[src/range_max_tree_defines.svh]
// Assertion macros shared by the block
`ifndef RANGE_MAX_TREE_DEFINES_SVH
`define RANGE_MAX_TREE_DEFINES_SVH

// same-cycle implication, sampled on clk, off while arst_n is low
`define RMT_ASSERT_IMPL(lbl, cond, prop, msg) \
	lbl: assert property (@(posedge clk) disable iff (!arst_n) (cond) |-> (prop)) \
		else $error(msg);

// next-cycle implication, sampled on clk, off while arst_n is low
`define RMT_ASSERT_NEXT(lbl, cond, prop, msg) \
	lbl: assert property (@(posedge clk) disable iff (!arst_n) (cond) |=> (prop)) \
		else $error(msg);

`endif

[src/rmt_ram.sv]
module rmt_ram #(
	parameter int WIDTH = 8,
	parameter int DEPTH = 16
) (
	input  logic                     clk,
	input  logic                     we,
	input  logic [$clog2(DEPTH)-1:0] waddr,
	input  logic [WIDTH-1:0]         wdata,
	input  logic [$clog2(DEPTH)-1:0] raddr,
	output logic [WIDTH-1:0]         rdata
);

	logic [WIDTH-1:0] mem_q [DEPTH];
	logic [WIDTH-1:0] rdata_q;

	always_ff @(posedge clk) begin
		if (we) begin
			mem_q[waddr] <= wdata;
		end
		rdata_q <= mem_q[raddr];
	end

	assign rdata = rdata_q;

endmodule

[config.mk]
export PLATFORM = sky130hd
export DESIGN_NAME = rmt_ram
export DESIGN_NICKNAME = d
export VERILOG_FILES = /design/src/range_max_tree_defines.svh /design/src/rmt_ram.sv
export SDC_FILE = /design/constraint.sdc
export NUM_CORES = 1
export LEC_CHECK = 0
export BUFFER_PORTS_ARGS = -buffer_cell sky130_fd_sc_hd__buf_2
export CAP_MARGIN = 20
export CORE_AREA = 2 2 134 136
export DETAILED_ROUTE_END_ITERATION = 7
export DIE_AREA = 0 0 136 138
export GPL_TIMING_DRIVEN = 0
export HOLD_SLACK_MARGIN = 0.05
export PLACE_DENSITY = 0.51
export SYNTH_ARGS = -nofsm -noshare
export SYNTH_HDL_FRONTEND = slang
export SYNTH_SLANG_ARGS = --single-unit
[constraint.sdc]
create_clock -name clk -period 2.25 [get_ports clk]
set_clock_uncertainty 0.15 [all_clocks]
set_input_delay 0 -clock clk [delete_from_list [all_inputs] [get_ports clk]]
set_output_delay 0 -clock clk [all_outputs]
set_load 0.02 [all_outputs]
==> metrics <==
Seq cells post-synth 136; mean routed wirelength per cell approximately 20 microns; Synthesized Nets 247; max capacitance violation total 0; Critical Path Max Stage Delay 640 ps; register area share after synthesis 77.8%; synthesized area per cell approximately 22 sq um; final instance area 6370 sq um; Worst Tran Pin Value between 800 and 900 ps; gr ovfl total 0; Final Cycle Share around 95%; # rows 49; area leader, netlist edfxtp_1; Reg2Reg Setup Slack 160 ps; GRT Overall Usage between 10% and 20%; # IOs 26; met3 wire length 901 microns; initial DRC count 207; DRC viols 0; largest net degree at the start of global routing 17; WS Path Type in2reg; Clk pin slew, worst setup/hold paths 60 ps; M1 wire length about 4600 microns; Crit-path slowest cell nor3_1; highest metal used met4; cells along the critical path dlygate4sd3_1, buf_2, or3b_2, nor3_1, buf_4; most frequent cells in the layout 128 x edfxtp_1, 28 x buf_2, 18 x mux4_2, 17 x clkbuf_16, 17 x dlygate4sd3_1; post-route ant nets 0; post-synthesis cell type count 19; top cell type's share of synthesized area between 70% and 80%; critical path endpoint category flop; maximum VDD drop between 0.5 and 0.6 mV; drt pass-1 iters 4; result of the run finished, final reports clean; area grow syn2layout 23.8%; chip height 138 microns; CP Launch Type input port; WP data required ~2200 ps; initial antenna violation count 0; Post-Syn Area about 5100 sq um; later-pin clock latency in the skew report approximately 420 ps; met2 routed WL between 4000 and 5000 microns; vias in the first global route roughly 2500; RSZ-0062 raised after global routing false; Fin. Hold Viols 0; most common cell after layout, fill and taps aside edfxtp_1; max-slew violations 0; Root Buffer clkbuf_16; final wirelength around 11000 microns; clock sink total 136; Max clock buf depth 2; CTS tree built; DR vias about 2500; TritonCTS Buffers 17; routability cong. 0.839; Worst Hold Class in2reg; dpl hpwl 6880 microns; Placed Instance Area about 5600 sq um; synth top area cells edfxtp_1 75%, mux4_2 7.9%, mux4_1 7.1%, dfxtp_1 3.1%, a22oi_1 2.3%; Die Area 18800 sq um; vias per inst approximately 4.6; Pwr per Cell Area ~950 nW/um^2; Peak Freq between 400 and 500 MHz; H-tree levels 4; Starting Density between 20 and 30%; Die X about 140 microns; Mapped Cells 229; Setup violations, final 0; critical path data arrival time roughly 2100 ps; final worst path period need 2130 ps; Tot Pwr between 0.006 and 0.007 W; global-route wire length before repair 15900 microns; critical-path maximum fanout 5; static leakage approximately 2.1 nW; number of port buffers 24; Max-slew headroom 43.6%; Core Area roughly 18000 sq um; NumNets Final slightly above 300; warnings from Yosys 0; # diodes 0; share of cells above drive strength 1 around 27%
timing repair:
action | 4_1_cts | 5_1_grt
hold endpoints to repair | 144 | 0
resized for setup | 0 | 1
endpoints found under the setup margin | 0 | 1
buffers inserted | 0 | 0
hold buffers | 17 | 0
layout make-up:
| class | count | area [sq um] |
|---|---|---|
| plain buffers | 10 | 86.3 |
| well taps | 229 | 287 |
| fillers | 1657 | 11200 |
| flip-flops and latches | 136 | 4000 |
| multi-input cells | 83 | 1060 |
| repair buffers | 45 | 318 |
| clock inverters | 11 | 178 |
| clock buffers | 21 | 440 |
cell families (layout without fill, tap and decap cells):
kind of cell | Yosys count | count (layout) | share of synthesized area [%]
buf+inv | 10 | 87 | 1.68
simple gates | 35 | 35 | 3.18
flops | 136 | 136 | 77.8
compound gates | 16 | 16 | 2.33
mux | 32 | 32 | 15.0
per-layer routing:
layer	global-route usage, %	vias up
li1	-	1108
met1	16.3	1272
met2	18.1	79
met3	5.06	14
met4	4.61	0
met5	0	-
path summary, 6_finish.rpt:
path,from,end,cells after the start
setup reg to reg,mem_q[3][7]$_DFFE_PP_,rdata[7]$_DFF_P_,4
hold / removal,raddr[3],rdata[1]$_DFF_P_,4
hold reg to reg,mem_q[14][1]$_DFFE_PP_,rdata[1]$_DFF_P_,3
setup / recovery,waddr[2],mem_q[0][4]$_DFFE_PP_,5
registers in the layout (all words and copies together) (netlist names):
| name | flops |
|---|---|
| mem_q | 128 |
| rdata | 8 |
power breakdown:
part	switching (W)	leakage (nW)	internal (W)	total [W]
Sequential	0.0000120	1.22	0.00283	0.00285
Clock	0.000968	0.304	0.00195	0.00292
Combinational	0.000187	0.611	0.000133	0.000320
Total	0.00117	2.14	0.00492	0.00608
metrics by stage:
step	util (%)	hold WS, ps	TNS, ps	instances	setup WS [ps]
2_1_floorplan	-	-51.1	0	229	607
3_3_place_gp	31.7	259	-5.12	482	-0.908
3_5_place_dp	31.8	267	0	486	282
4_1_cts	36.3	96.3	0	535	117
5_1_grt	36.4	193	0	535	98.3
6_report	36.4	180	0	535	120
synth_stat cells, drive strengths merged:
cell type / instances
or3b: 1
and2: 1
clkdlybuf4s25: 3
nor3: 4
nand3b: 2
and2b: 1
nand2: 9
a22oi: 16
mux4: 32
nor2b: 1
nor2: 13
buf: 7
nand3: 1
dfxtp: 8
edfxtp: 128
nand2b: 2
critical path, delay by kind of cell:
kind	cells	cell delay [ps]
and+or+nand+nor	2	1150
buffers and inverters	3	960
Power figures use the tool's default switching activity.
