--- config.mk ---
export PLATFORM = sky130hd
export DESIGN_NAME = rmt_seq
export DESIGN_NICKNAME = d
export VERILOG_FILES = /design/src/range_max_tree_defines.svh /design/src/rmt_pkg.sv /design/src/rmt_seq.sv
export SDC_FILE = /design/constraint.sdc
export NUM_CORES = 1
export LEC_CHECK = 0
export BUFFER_PORTS_ARGS = -buffer_cell sky130_fd_sc_hd__buf_2
export CORE_ASPECT_RATIO = 0.9
export CORE_MARGIN = 1
export CORE_UTILIZATION = 50
export CTS_CLUSTER_DIAMETER = 30
export CTS_CLUSTER_SIZE = 25
export DETAILED_ROUTE_END_ITERATION = 6
export PLACE_DENSITY_LB_ADDON = 0.3
export SYNTH_ARGS = -nofsm -noshare
export SYNTH_HDL_FRONTEND = slang
export SYNTH_SLANG_ARGS = --single-unit
--- constraint.sdc ---
create_clock -name clk -period 2.2 [get_ports clk]
set_input_delay 0.11 -clock clk [delete_from_list [all_inputs] [get_ports clk]]
set_output_delay 0.11 -clock clk [all_outputs]
set_load 0.05 [all_outputs]
--- src/range_max_tree_defines.svh ---
// Assertion macros shared by the block
`ifndef RANGE_MAX_TREE_DEFINES_SVH
`define RANGE_MAX_TREE_DEFINES_SVH

// same-cycle implication, sampled on clk, off while arst_n is low
`define RMT_ASSERT_IMPL(lbl, cond, prop, msg) \
	lbl: assert property (@(posedge clk) disable iff (!arst_n) (cond) |-> (prop)) \
		else $error(msg);

// next-cycle implication, sampled on clk, off while arst_n is low
`define RMT_ASSERT_NEXT(lbl, cond, prop, msg) \
	lbl: assert property (@(posedge clk) disable iff (!arst_n) (cond) |=> (prop)) \
		else $error(msg);

`endif

--- src/rmt_pkg.sv ---
package rmt_pkg;

	localparam int LEAVES     = 1024;
	localparam int VALUE_BITS = 20;
	localparam int FIELD_BITS = 20;
	localparam int SIZE_BITS  = 11;
	localparam int DEPTH      = 2 * LEAVES;
	localparam int NODE_BITS  = $clog2(DEPTH);
	localparam int WALK_BITS  = NODE_BITS + 1;
	localparam int SIZE_MAX   = (1 << SIZE_BITS) - 1;
	localparam int SIZE_RESET = (LEAVES > SIZE_MAX) ? SIZE_MAX : LEAVES;

	localparam int IN_DATA_BITS  = ((3 * SIZE_BITS + FIELD_BITS + 7) / 8) * 8;
	localparam int OUT_DATA_BITS = ((2 * FIELD_BITS + 1 + 7) / 8) * 8;

	typedef logic [VALUE_BITS-1:0]    value_t;
	typedef logic [FIELD_BITS-1:0]    field_t;
	typedef logic [SIZE_BITS-1:0]     size_t;
	typedef logic [NODE_BITS-1:0]     node_t;
	typedef logic [WALK_BITS-1:0]     walk_t;
	typedef logic [IN_DATA_BITS-1:0]  in_data_t;
	typedef logic [OUT_DATA_BITS-1:0] out_data_t;

	typedef struct packed {
		logic   action;
		size_t  position;
		field_t value;
		size_t  range_low;
		size_t  range_high;
	} item_t;

	typedef struct packed {
		logic start;
		logic ack;
	} seq_ctl_t;

	typedef struct packed {
		logic   ready;
		logic   done;
		value_t range_max;
		value_t overall_max;
		logic   bad;
	} seq_sts_t;

	typedef struct packed {
		logic   we;
		node_t  waddr;
		value_t wdata;
		node_t  raddr;
	} ram_req_t;

	function automatic size_t eff_size(size_t used);
		if (int'(used) > LEAVES) begin
			return size_t'(LEAVES);
		end
		return used;
	endfunction

	function automatic value_t vmax(value_t a, value_t b);
		return (a > b) ? a : b;
	endfunction

endpackage

--- src/rmt_seq.sv ---
module rmt_seq (
	input  logic              clk,
	input  logic              arst_n,
	input  rmt_pkg::size_t    size,
	input  rmt_pkg::seq_ctl_t ctl,
	input  rmt_pkg::item_t    item,
	output rmt_pkg::seq_sts_t sts,
	output rmt_pkg::ram_req_t ram,
	input  rmt_pkg::value_t   rdata
);

	localparam logic [2:0] S_CLEAR = 3'd0;
	localparam logic [2:0] S_IDLE  = 3'd1;
	localparam logic [2:0] S_WLEAF = 3'd2;
	localparam logic [2:0] S_WUP   = 3'd3;
	localparam logic [2:0] S_QL    = 3'd4;
	localparam logic [2:0] S_QR    = 3'd5;
	localparam logic [2:0] S_OVR   = 3'd6;
	localparam logic [2:0] S_DONE  = 3'd7;

	logic [2:0]      state_q;
	rmt_pkg::node_t  clr_q;
	rmt_pkg::walk_t  left_q;
	rmt_pkg::walk_t  right_q;
	rmt_pkg::node_t  node_q;
	rmt_pkg::value_t cur_q;
	rmt_pkg::value_t best_q;
	logic            pend_q;
	logic            phase_q;
	rmt_pkg::value_t rmax_q;
	rmt_pkg::value_t ovr_q;
	logic            bad_q;

	rmt_pkg::size_t  lo_c;
	rmt_pkg::size_t  hi_c;
	logic            q_empty;
	rmt_pkg::walk_t  q_left;
	rmt_pkg::walk_t  q_right;
	logic            pos_ok;
	rmt_pkg::node_t  leaf;
	rmt_pkg::walk_t  ov_right;
	rmt_pkg::walk_t  right_m1;
	rmt_pkg::value_t best_next;
	rmt_pkg::node_t  parent;
	rmt_pkg::value_t up_val;
	logic            walk_go;

	assign lo_c     = (item.range_low == '0) ? rmt_pkg::size_t'(1) : item.range_low;
	assign hi_c     = (item.range_high > size) ? size : item.range_high;
	assign q_empty  = lo_c > hi_c;
	assign q_left   = rmt_pkg::walk_t'(rmt_pkg::LEAVES) + rmt_pkg::walk_t'(lo_c)
		- rmt_pkg::walk_t'(1);
	assign q_right  = rmt_pkg::walk_t'(rmt_pkg::LEAVES) + rmt_pkg::walk_t'(hi_c);
	assign pos_ok   = (item.position != '0) && (item.position <= size);
	assign leaf     = rmt_pkg::node_t'(rmt_pkg::LEAVES) + rmt_pkg::node_t'(item.position)
		- rmt_pkg::node_t'(1);
	assign ov_right = rmt_pkg::walk_t'(rmt_pkg::LEAVES) + rmt_pkg::walk_t'(size);
	assign right_m1 = right_q - rmt_pkg::walk_t'(1);
	assign best_next = (pend_q && (rdata > best_q)) ? rdata : best_q;
	assign parent   = node_q >> 1;
	assign up_val   = rmt_pkg::vmax(cur_q, rdata);
	assign walk_go  = left_q < right_q;

	always_comb begin
		ram.we    = 1'b0;
		ram.waddr = clr_q;
		ram.wdata = '0;
		ram.raddr = '0;
		unique case (state_q)
			S_CLEAR: begin
				ram.we = 1'b1;
			end
			S_WLEAF: begin
				ram.we    = 1'b1;
				ram.waddr = node_q;
				ram.wdata = cur_q;
				ram.raddr = node_q ^ rmt_pkg::node_t'(1);
			end
			S_WUP: begin
				ram.we    = 1'b1;
				ram.waddr = parent;
				ram.wdata = up_val;
				ram.raddr = parent ^ rmt_pkg::node_t'(1);
			end
			S_QL: begin
				ram.raddr = left_q[rmt_pkg::NODE_BITS-1:0];
			end
			S_QR: begin
				ram.raddr = right_m1[rmt_pkg::NODE_BITS-1:0];
			end
			S_IDLE, S_OVR, S_DONE: begin
			end
		endcase
	end

	always_ff @(posedge clk or negedge arst_n) begin
		if (!arst_n) begin
			state_q <= S_CLEAR;
			clr_q   <= '0;
			left_q  <= '0;
			right_q <= '0;
			node_q  <= '0;
			cur_q   <= '0;
			best_q  <= '0;
			pend_q  <= 1'b0;
			phase_q <= 1'b0;
			rmax_q  <= '0;
			ovr_q   <= '0;
			bad_q   <= 1'b0;
		end else begin
			unique case (state_q)
				S_CLEAR: begin
					clr_q <= clr_q + rmt_pkg::node_t'(1);
					if (clr_q == rmt_pkg::node_t'(rmt_pkg::DEPTH - 1)) begin
						state_q <= S_IDLE;
					end
				end
				S_IDLE: begin
					if (ctl.start) begin
						bad_q  <= 1'b0;
						rmax_q <= '0;
						if (!item.action) begin
							if (pos_ok) begin
								node_q  <= leaf;
								cur_q   <= rmt_pkg::value_t'(item.value);
								state_q <= S_WLEAF;
							end else begin
								bad_q   <= 1'b1;
								state_q <= S_OVR;
							end
						end else if (q_empty) begin
							state_q <= S_OVR;
						end else begin
							left_q  <= q_left;
							right_q <= q_right;
							best_q  <= '0;
							pend_q  <= 1'b0;
							phase_q <= 1'b0;
							state_q <= S_QL;
						end
					end
				end
				S_WLEAF: begin
					state_q <= S_WUP;
				end
				S_WUP: begin
					cur_q  <= up_val;
					node_q <= parent;
					if (parent == rmt_pkg::node_t'(1)) begin
						state_q <= S_OVR;
					end
				end
				S_QL: begin
					best_q <= best_next;
					if (walk_go) begin
						pend_q <= left_q[0];
						if (left_q[0]) begin
							left_q <= left_q + rmt_pkg::walk_t'(1);
						end
						state_q <= S_QR;
					end else if (!phase_q) begin
						rmax_q  <= best_next;
						state_q <= S_OVR;
					end else begin
						ovr_q   <= best_next;
						state_q <= S_DONE;
					end
				end
				S_QR: begin
					best_q  <= best_next;
					pend_q  <= right_q[0];
					left_q  <= left_q >> 1;
					right_q <= right_q >> 1;
					state_q <= S_QL;
				end
				S_OVR: begin
					if (size == '0) begin
						ovr_q   <= '0;
						state_q <= S_DONE;
					end else begin
						left_q  <= rmt_pkg::walk_t'(rmt_pkg::LEAVES);
						right_q <= ov_right;
						best_q  <= '0;
						pend_q  <= 1'b0;
						phase_q <= 1'b1;
						state_q <= S_QL;
					end
				end
				S_DONE: begin
					if (ctl.ack) begin
						state_q <= S_IDLE;
					end
				end
			endcase
		end
	end

	assign sts.ready       = state_q == S_IDLE;
	assign sts.done        = state_q == S_DONE;
	assign sts.range_max   = rmax_q;
	assign sts.overall_max = ovr_q;
	assign sts.bad         = bad_q;

endmodule

==> impl_table.tex, run 1 <==
\begin{tabular}{lr}
\hline
Metric & Value \\
\hline
\multicolumn{2}{l}{\textbf{Floorplanning}} \\
Die boundary height & about 130 µm \\
Rows & 48 \\
Starting utilization of the core area & approximately half \\
I/O pin cnt & between 150 and 200 \\
Chip width & approximately 150 µm \\
\multicolumn{2}{l}{\textbf{Timing}} \\
Post-GRT worst EP & best\_q[6]\$\_DFFE\_PN0P\_/D \\
Worst endpoint pin kind & register data pin \\
\multicolumn{2}{l}{\textbf{Yosys}} \\
Distinct cell type count after synthesis & $\sim$70 \\
Total number of yosys warnings & 0 \\
Netlist Area Pre-Place & 9790 µm² \\
Dominant synthesized flop cell & sky130\_fd\_sc\_hd\_\_dfrtp\_1 \\
Part of the Yosys area used for sequential elements & around a third \\
Async set or reset register ratio after synthesis & 100\% \\
Mapped Nets & roughly 1300 \\
Number of enable-type register cells in the synthesized netlist & 0 \\
Number of instances in the synthesized netlist & 1088 \\
Register bit total from synthesis & about 130 \\
Synthesized area divided by synthesized cell count & between 8 and 9 µm² \\
\multicolumn{2}{l}{\textbf{Global route}} \\
GRT Resource Usage Total & between 70\% and 80\% \\
Maximum number of pins on one net before global-route repair & 50 \\
GRT overflow & 14 \\
\multicolumn{2}{l}{\textbf{Place}} \\
GPL Wtd Cong & 1.02 \\
Count of input and output buffers & 174 \\
\# placed instances & between 1500 and 2000 \\
Half-perimeter wire length after placement & about 25 mm \\
Placed inst area & $\sim$13000 µm² \\
\multicolumn{2}{l}{\textbf{CTS}} \\
Maximum level of the CTS H-tree & 4 \\
Clk buf depth & 2 \\
Number of clock sinks & about 130 \\
TritonCTS buffer count & 17 \\
Clock root buffer & sky130\_fd\_sc\_hd\_\_clkbuf\_16 \\
\multicolumn{2}{l}{\textbf{Run status}} \\
Outcome & did not finish \\
First Error & [ERROR GRT-0232] Routing congestion too high. Check the congestion heatmap in the GUI. \\
Last stage reached & global routing \\
\hline
\end{tabular}
==> per-layer routing <==
metal  global-route usage (%)  GRT overflow
met1                     79.5             0
met2                     88.9             5
met3                     66.0             1
met4                     69.6             8
met5                     44.3             0
==> synth_stat cells, drive strengths merged (3+ instances only) <==
| library cell | instances | area share, % |
|---|---|---|
| o21a | 6 | 0.46 |
| inv | 83 | 3.2 |
| xnor2 | 20 | 1.8 |
| mux2i | 55 | 5.6 |
| nand2 | 97 | 3.8 |
| o22ai | 5 | 0.32 |
| buf | 20 | 1.5 |
| nor4 | 11 | 0.77 |
| nand4b | 3 | 0.27 |
| nor3 | 14 | 0.88 |
| or3 | 4 | 0.26 |
| nand2b | 6 | 0.38 |
| nand4 | 23 | 1.5 |
| and2 | 4 | 0.26 |
| dfrtp | 132 | 34 |
| a22o | 20 | 1.8 |
| a21oi | 65 | 3.3 |
| nor2b | 7 | 0.45 |
| o31ai | 4 | 0.31 |
| xor2 | 15 | 1.3 |
| o2bb2ai | 40 | 3.6 |
| nor2 | 102 | 3.9 |
| nand3 | 17 | 0.92 |
| ha | 90 | 12 |
| a221oi | 12 | 1.1 |
| nand3b | 3 | 0.23 |
| mux2 | 42 | 5.6 |
| a31oi | 4 | 0.26 |
| a22oi | 3 | 0.23 |
| and3 | 6 | 0.38 |
| a32oi | 10 | 0.89 |
| clkbuf | 42 | 1.6 |
| o21ai | 79 | 4.1 |
| a21o | 3 | 0.23 |
| a21boi | 4 | 0.31 |
| a211oi | 9 | 0.69 |
==> per-stage QoR <==
step           hold slack [ns]  TNS [ns]  setup WS [ns]  utilization [%]
2_1_floorplan           -0.186    -49.88          -1.01                -
3_5_place_dp            0.0895    -85.59          -1.38             68.7
4_1_cts                0.00400    -67.75         -0.864             83.5
3_3_place_gp            0.0848    -75.59          -1.21             68.7
==> cells by family after synthesis <==
group                    share of synthesized area (%)
AND/OR/NAND/NOR                                   14.9
AO/OA/AOI/OAI                                     19.3
buffers and inverters                             6.30
flip-flops                                        33.7
multiplexers                                      11.2
adder cells (fa/ha/maj)                           11.5
XOR/XNOR                                          3.13
==> what timing repair did <==
item / in CTS
hold buffers: 4
hold endpoints to repair: 50
pin swaps: 84
resized for setup: 302
setup endpoints to repair: 151
buffers inserted: 41
gates cloned: 19
==> inputs of run 2 (changes only) <==
- CORE_ASPECT_RATIO: 0.9 -> not set
- CORE_UTILIZATION: 50 -> 35
- CTS_CLUSTER_DIAMETER: 30 -> not set
- CTS_CLUSTER_SIZE: 25 -> not set
- PLACE_DENSITY_LB_ADDON: 0.3 -> 0.15
- clock period: 2.2 -> 2.9 ns (I/O delays scaled with it)
==> run 2 against run 1 <==
- the flow now finishes, with violations (negative setup slack)
- synthesized area unchanged
- synthesized cell count unchanged
==> impl_table.tex, run 2 <==
\begin{tabular}{lr}
\hline
Metric & Value \\
\hline
\multicolumn{2}{l}{\textbf{Run status}} \\
Violated checks & negative setup slack \\
Outcome & complete, but fails checks \\
\multicolumn{2}{l}{\textbf{Timing}} \\
Clock period minus worst slack & between 3 and 4 ns \\
Max-slew violation total from the final report & 0 \\
Setup-failing EPs final & between 60 and 70 \\
Worst setup margin & -0.287 ns \\
Actual slew at the worst max-slew pin & around 0.7 ns \\
Count of final hold-check violations & 0 \\
Final Hold Slack & between 0.02 and 0.03 ns \\
Highest achievable clock rate & 0.314 GHz \\
Headroom to the max-slew limit & between 50\% and 60\% \\
Setup repair after global routing missed its margin & true \\
Post-route fraction of the period consumed by the critical path & 110\% \\
Clock skew after layout & 0.0171 ns \\
\multicolumn{2}{l}{\textbf{Min path}} \\
Worst min-delay path class & primary input to flip-flop \\
\multicolumn{2}{l}{\textbf{Setup path}} \\
Worst Setup Path Type & flip-flop to output port \\
List of cells traversed by the critical path & ha\_4 -> nand4\_1 -> nor4\_2 -> buf\_4 -> a21boi\_2 -> a211o\_1 -> a21boi\_4 -> buf\_12 -> buf\_16 -> mux2i\_1 -> nor2\_1 -> buf\_6 \\
Crit path DAT & 3.04 ns \\
Launch instance of the worst register-to-register path & best\_q[18]\$\_DFFE\_PN0P\_ \\
Critical path destination & ram[30] \\
CP required & 2.76 ns \\
Peak per-stage delay on the critical path & roughly 0.43 ns \\
RR Endpoint & best\_q[18]\$\_DFFE\_PN0P\_ \\
FF-to-FF setup slack & -0.02 ns \\
Endpoint class of the critical path & output port \\
Critical path launch point type & flip-flop \\
Maximum fanout along the worst path & 5 \\
Highest-delay cell along the critical path & sky130\_fd\_sc\_hd\_\_dfrtp\_1 \\
First element of the critical path & cur\_q[17]\$\_DFFE\_PN0P\_ \\
Worst Reg-to-Reg Cells & 11 \\
\multicolumn{2}{l}{\textbf{Drt}} \\
Post-detailed-route count of antenna-violating nets & 0 \\
Detailed Route WL & 33.5 mm \\
1st-iter DRT viols & roughly 510 \\
Vias per inst & between 5 and 6 \\
Router iterations before antenna repair & 5 \\
DRC & 0 \\
Routed len/inst & about 19 µm \\
Detailed-route via count & approximately 9400 \\
\multicolumn{2}{l}{\textbf{Yosys}} \\
Top area cells in the synthesized netlist & sky130\_fd\_sc\_hd\_\_dfrtp\_1 34\%, sky130\_fd\_sc\_hd\_\_ha\_1 12\%, sky130\_fd\_sc\_hd\_\_mux2i\_1 5.6\% \\
Dominant synthesized flop cell & sky130\_fd\_sc\_hd\_\_dfrtp\_1 \\
Distinct cell type count after synthesis & 69 (unchanged) \\
Register bit total from synthesis & 132 (unchanged) \\
Combinational family with the most area after synthesis & compound AO/OA/AOI/OAI gates \\
Number of enable-type register cells in the synthesized netlist & 0 (unchanged) \\
Async set or reset register ratio after synthesis & 100\% (unchanged) \\
Synthesized-area fraction occupied by ao, oa, aoi and oai cells & 19.3\% (unchanged) \\
Cell types with the highest counts after synthesis & 132 x sky130\_fd\_sc\_hd\_\_dfrtp\_1, 102 x sky130\_fd\_sc\_hd\_\_nor2\_1, 96 x sky130\_fd\_sc\_hd\_\_nand2\_1 \\
Basic-gate share of the synthesized area counting and, or, nand and nor cells & 14.9\% (unchanged) \\
Total number of yosys warnings & 0 (unchanged) \\
Adder-cell share of the synthesized area & 11.5\% (unchanged) \\
Netlist Area Pre-Place & 9790 µm² (unchanged) \\
Most repeated cell in the gate-level netlist after synthesis & sky130\_fd\_sc\_hd\_\_dfrtp\_1 \\
Post-synthesis mux area share & 11.2\% (unchanged) \\
Xor/xnor cell area share of the yosys netlist & 3.13\% (unchanged) \\
Synthesized area divided by synthesized cell count & 9.00 µm² (unchanged) \\
Mapped Nets & 1267 (unchanged) \\
Number of instances in the synthesized netlist & 1088 (unchanged) \\
Area share of the largest cell type after synthesis & 33.7\% (unchanged) \\
Part of the Yosys area used for sequential elements & 33.7\% (unchanged) \\
Synth area leader & sky130\_fd\_sc\_hd\_\_dfrtp\_1 \\
\multicolumn{2}{l}{\textbf{Floorplanning}} \\
Starting utilization of the core area & 36.0\% (-15 points) \\
Rows & 60 (+25\%) \\
I/O pin cnt & 175 (unchanged) \\
Core Box Area & between 20000 and 30000 µm² \\
Die boundary height & 169 µm (+26\%) \\
Chip width & 169 µm (+13\%) \\
Total Die Area & between 20000 and 30000 µm² \\
\multicolumn{2}{l}{\textbf{Layout}} \\
Total of fill cells in the finished design & $\sim$2600 \\
Final non-filler cell total & 1744 \\
Final nets & 1538 \\
Most common cell after layout, fill and taps aside & sky130\_fd\_sc\_hd\_\_buf\_2 \\
Layout area overhead & 37.9\% \\
Antenna cell count & 0 \\
Finished layout cell area & between 10000 and 15000 µm² \\
Ratio of cells with drive above 1 in the final layout & 35.1\% \\
Final core utilization & between 40\% and 50\% \\
Highest-count cells in the layout ignoring fill and taps & 142 x sky130\_fd\_sc\_hd\_\_buf\_2, 132 x sky130\_fd\_sc\_hd\_\_dfrtp\_1, 112 x sky130\_fd\_sc\_hd\_\_buf\_4 \\
\multicolumn{2}{l}{\textbf{Place}} \\
Count of input and output buffers & 174 (unchanged) \\
\# placed instances & 1671 (-1.3\%) \\
GPL Wtd Cong & 0.885 (-13\%) \\
Placed inst area & 11700 µm² (-11\%) \\
Half-perimeter wire length after placement & 24.5 mm (-2.0\%) \\
\multicolumn{2}{l}{\textbf{CTS}} \\
Maximum level of the CTS H-tree & 4 (unchanged) \\
Clock root buffer & sky130\_fd\_sc\_hd\_\_clkbuf\_16 \\
Clock-pin transition on the worst setup and hold timing paths & about 0.080 ns \\
Number of clock sinks & 132 (unchanged) \\
Clk buf depth & 2 (unchanged) \\
TritonCTS clock tree & yes \\
Worst-skew pair later-pin latency & approximately 0.44 ns \\
TritonCTS buffer count & 17 (unchanged) \\
\multicolumn{2}{l}{\textbf{Global route}} \\
Maximum number of pins on one net before global-route repair & around 70 \\
Antenna violations before repair & 0 \\
GRT overflow & 0 \\
GRT Resource Usage Total & between 20\% and 30\% \\
Vias in the first global route & between 9000 and 10000 \\
Global-route wire length before repair & between 50 and 60 mm \\
\multicolumn{2}{l}{\textbf{Pwr}} \\
Maximum vdd ir drop & roughly 0.00038 V \\
Leak Pwr & roughly 6.5 nW \\
Power density over the cells & between 300 and 400 nW/µm² \\
\multicolumn{2}{l}{\textbf{Flow run}} \\
Max Cap Violations & 0 \\
\hline
\end{tabular}
-- run 2: final cells by class --
cell class	instances	area (µm²)	share of cell area (%)
multi-input combinational	812	6440	47.8
sequential	132	3300	24.5
timing repair buffer	313	2350	17.4
tap	372	465	3.45
clock buffer	17	425	3.15
inverter	83	324	2.40
clock inverter	15	181	1.34
-- run 2: metrics by stage --
stage          TNS, ns  setup WS (ns)  total power (W)
6_report        -10.28         -0.287          0.00514
5_1_grt         -17.42         -0.401          0.00537
4_1_cts          -7.27         -0.261          0.00514
3_5_place_dp    -28.82         -0.682          0.00276
3_3_place_gp    -26.16         -0.630          0.00275
2_1_floorplan   -14.06         -0.347          0.00240
-- run 2: worst max-delay path, delay by kind of cell, from the launching register on --
family	cells	cell delay (ns)
DFF	1	0.43
adders and majority gates	1	0.28
and+or+nand+nor	3	0.66
AOI/OAI and AO/OA	3	0.46
buffers and inverters	4	0.66
muxes	1	0.11
-- run 2: cells by family after synthesis --
group                    after synthesis
buffers and inverters                145
AO/OA/AOI/OAI                        282
flip-flops                           132
multiplexers                          97
AND/OR/NAND/NOR                      307
XOR/XNOR                              35
adder cells (fa/ha/maj)               90
-- run 2: report_power, final --
group	switching, W	internal, W
Clock	0.00102	0.00124
Sequential	0.0000596	0.00189
Combinational	0.000497	0.000441
-- run 2: metal layers --
| layer | vias up | global-route usage [%] | wire length (µm) |
|---|---|---|---|
| met5 | - | 0 | 0 |
| met4 | 0 | 6.66 | 612 |
| met3 | 38 | 3.82 | 1620 |
| met2 | 276 | 39.9 | 16200 |
| met1 | 4593 | 30.5 | 15100 |
| li1 | 4487 | - | - |
-- run 2: worst min path at each step --
| stage | from | end | slack, ns | cells after the start |
|---|---|---|---|---|
| 3_3_place_gp | arst_n | cur_q[9]$_DFFE_PN0P_ | 0.21 | 1 |
| 6_report | rdata[15] | best_q[15]$_DFFE_PN0P_ | 0.03 | 2 |
| 5_1_grt | rdata[15] | best_q[15]$_DFFE_PN0P_ | 0.03 | 2 |
| 2_1_floorplan | arst_n | bad_q$_DFFE_PN0P_ | -0.15 | 0 |
| 3_5_place_dp | arst_n | cur_q[9]$_DFFE_PN0P_ | 0.20 | 1 |
| 4_1_cts | rdata[15] | best_q[15]$_DFFE_PN0P_ | 0.007 | 2 |
-- run 2: timing repair --
action,in CTS,in global routing
endpoints found under the setup margin,65,68
gates cloned,6,3
hold buffers,4,0
gates resized for setup,131,62
pin swaps,14,54
setup buffers,27,8
hold endpoints to repair,69,0
Power figures use the tool's default switching activity.
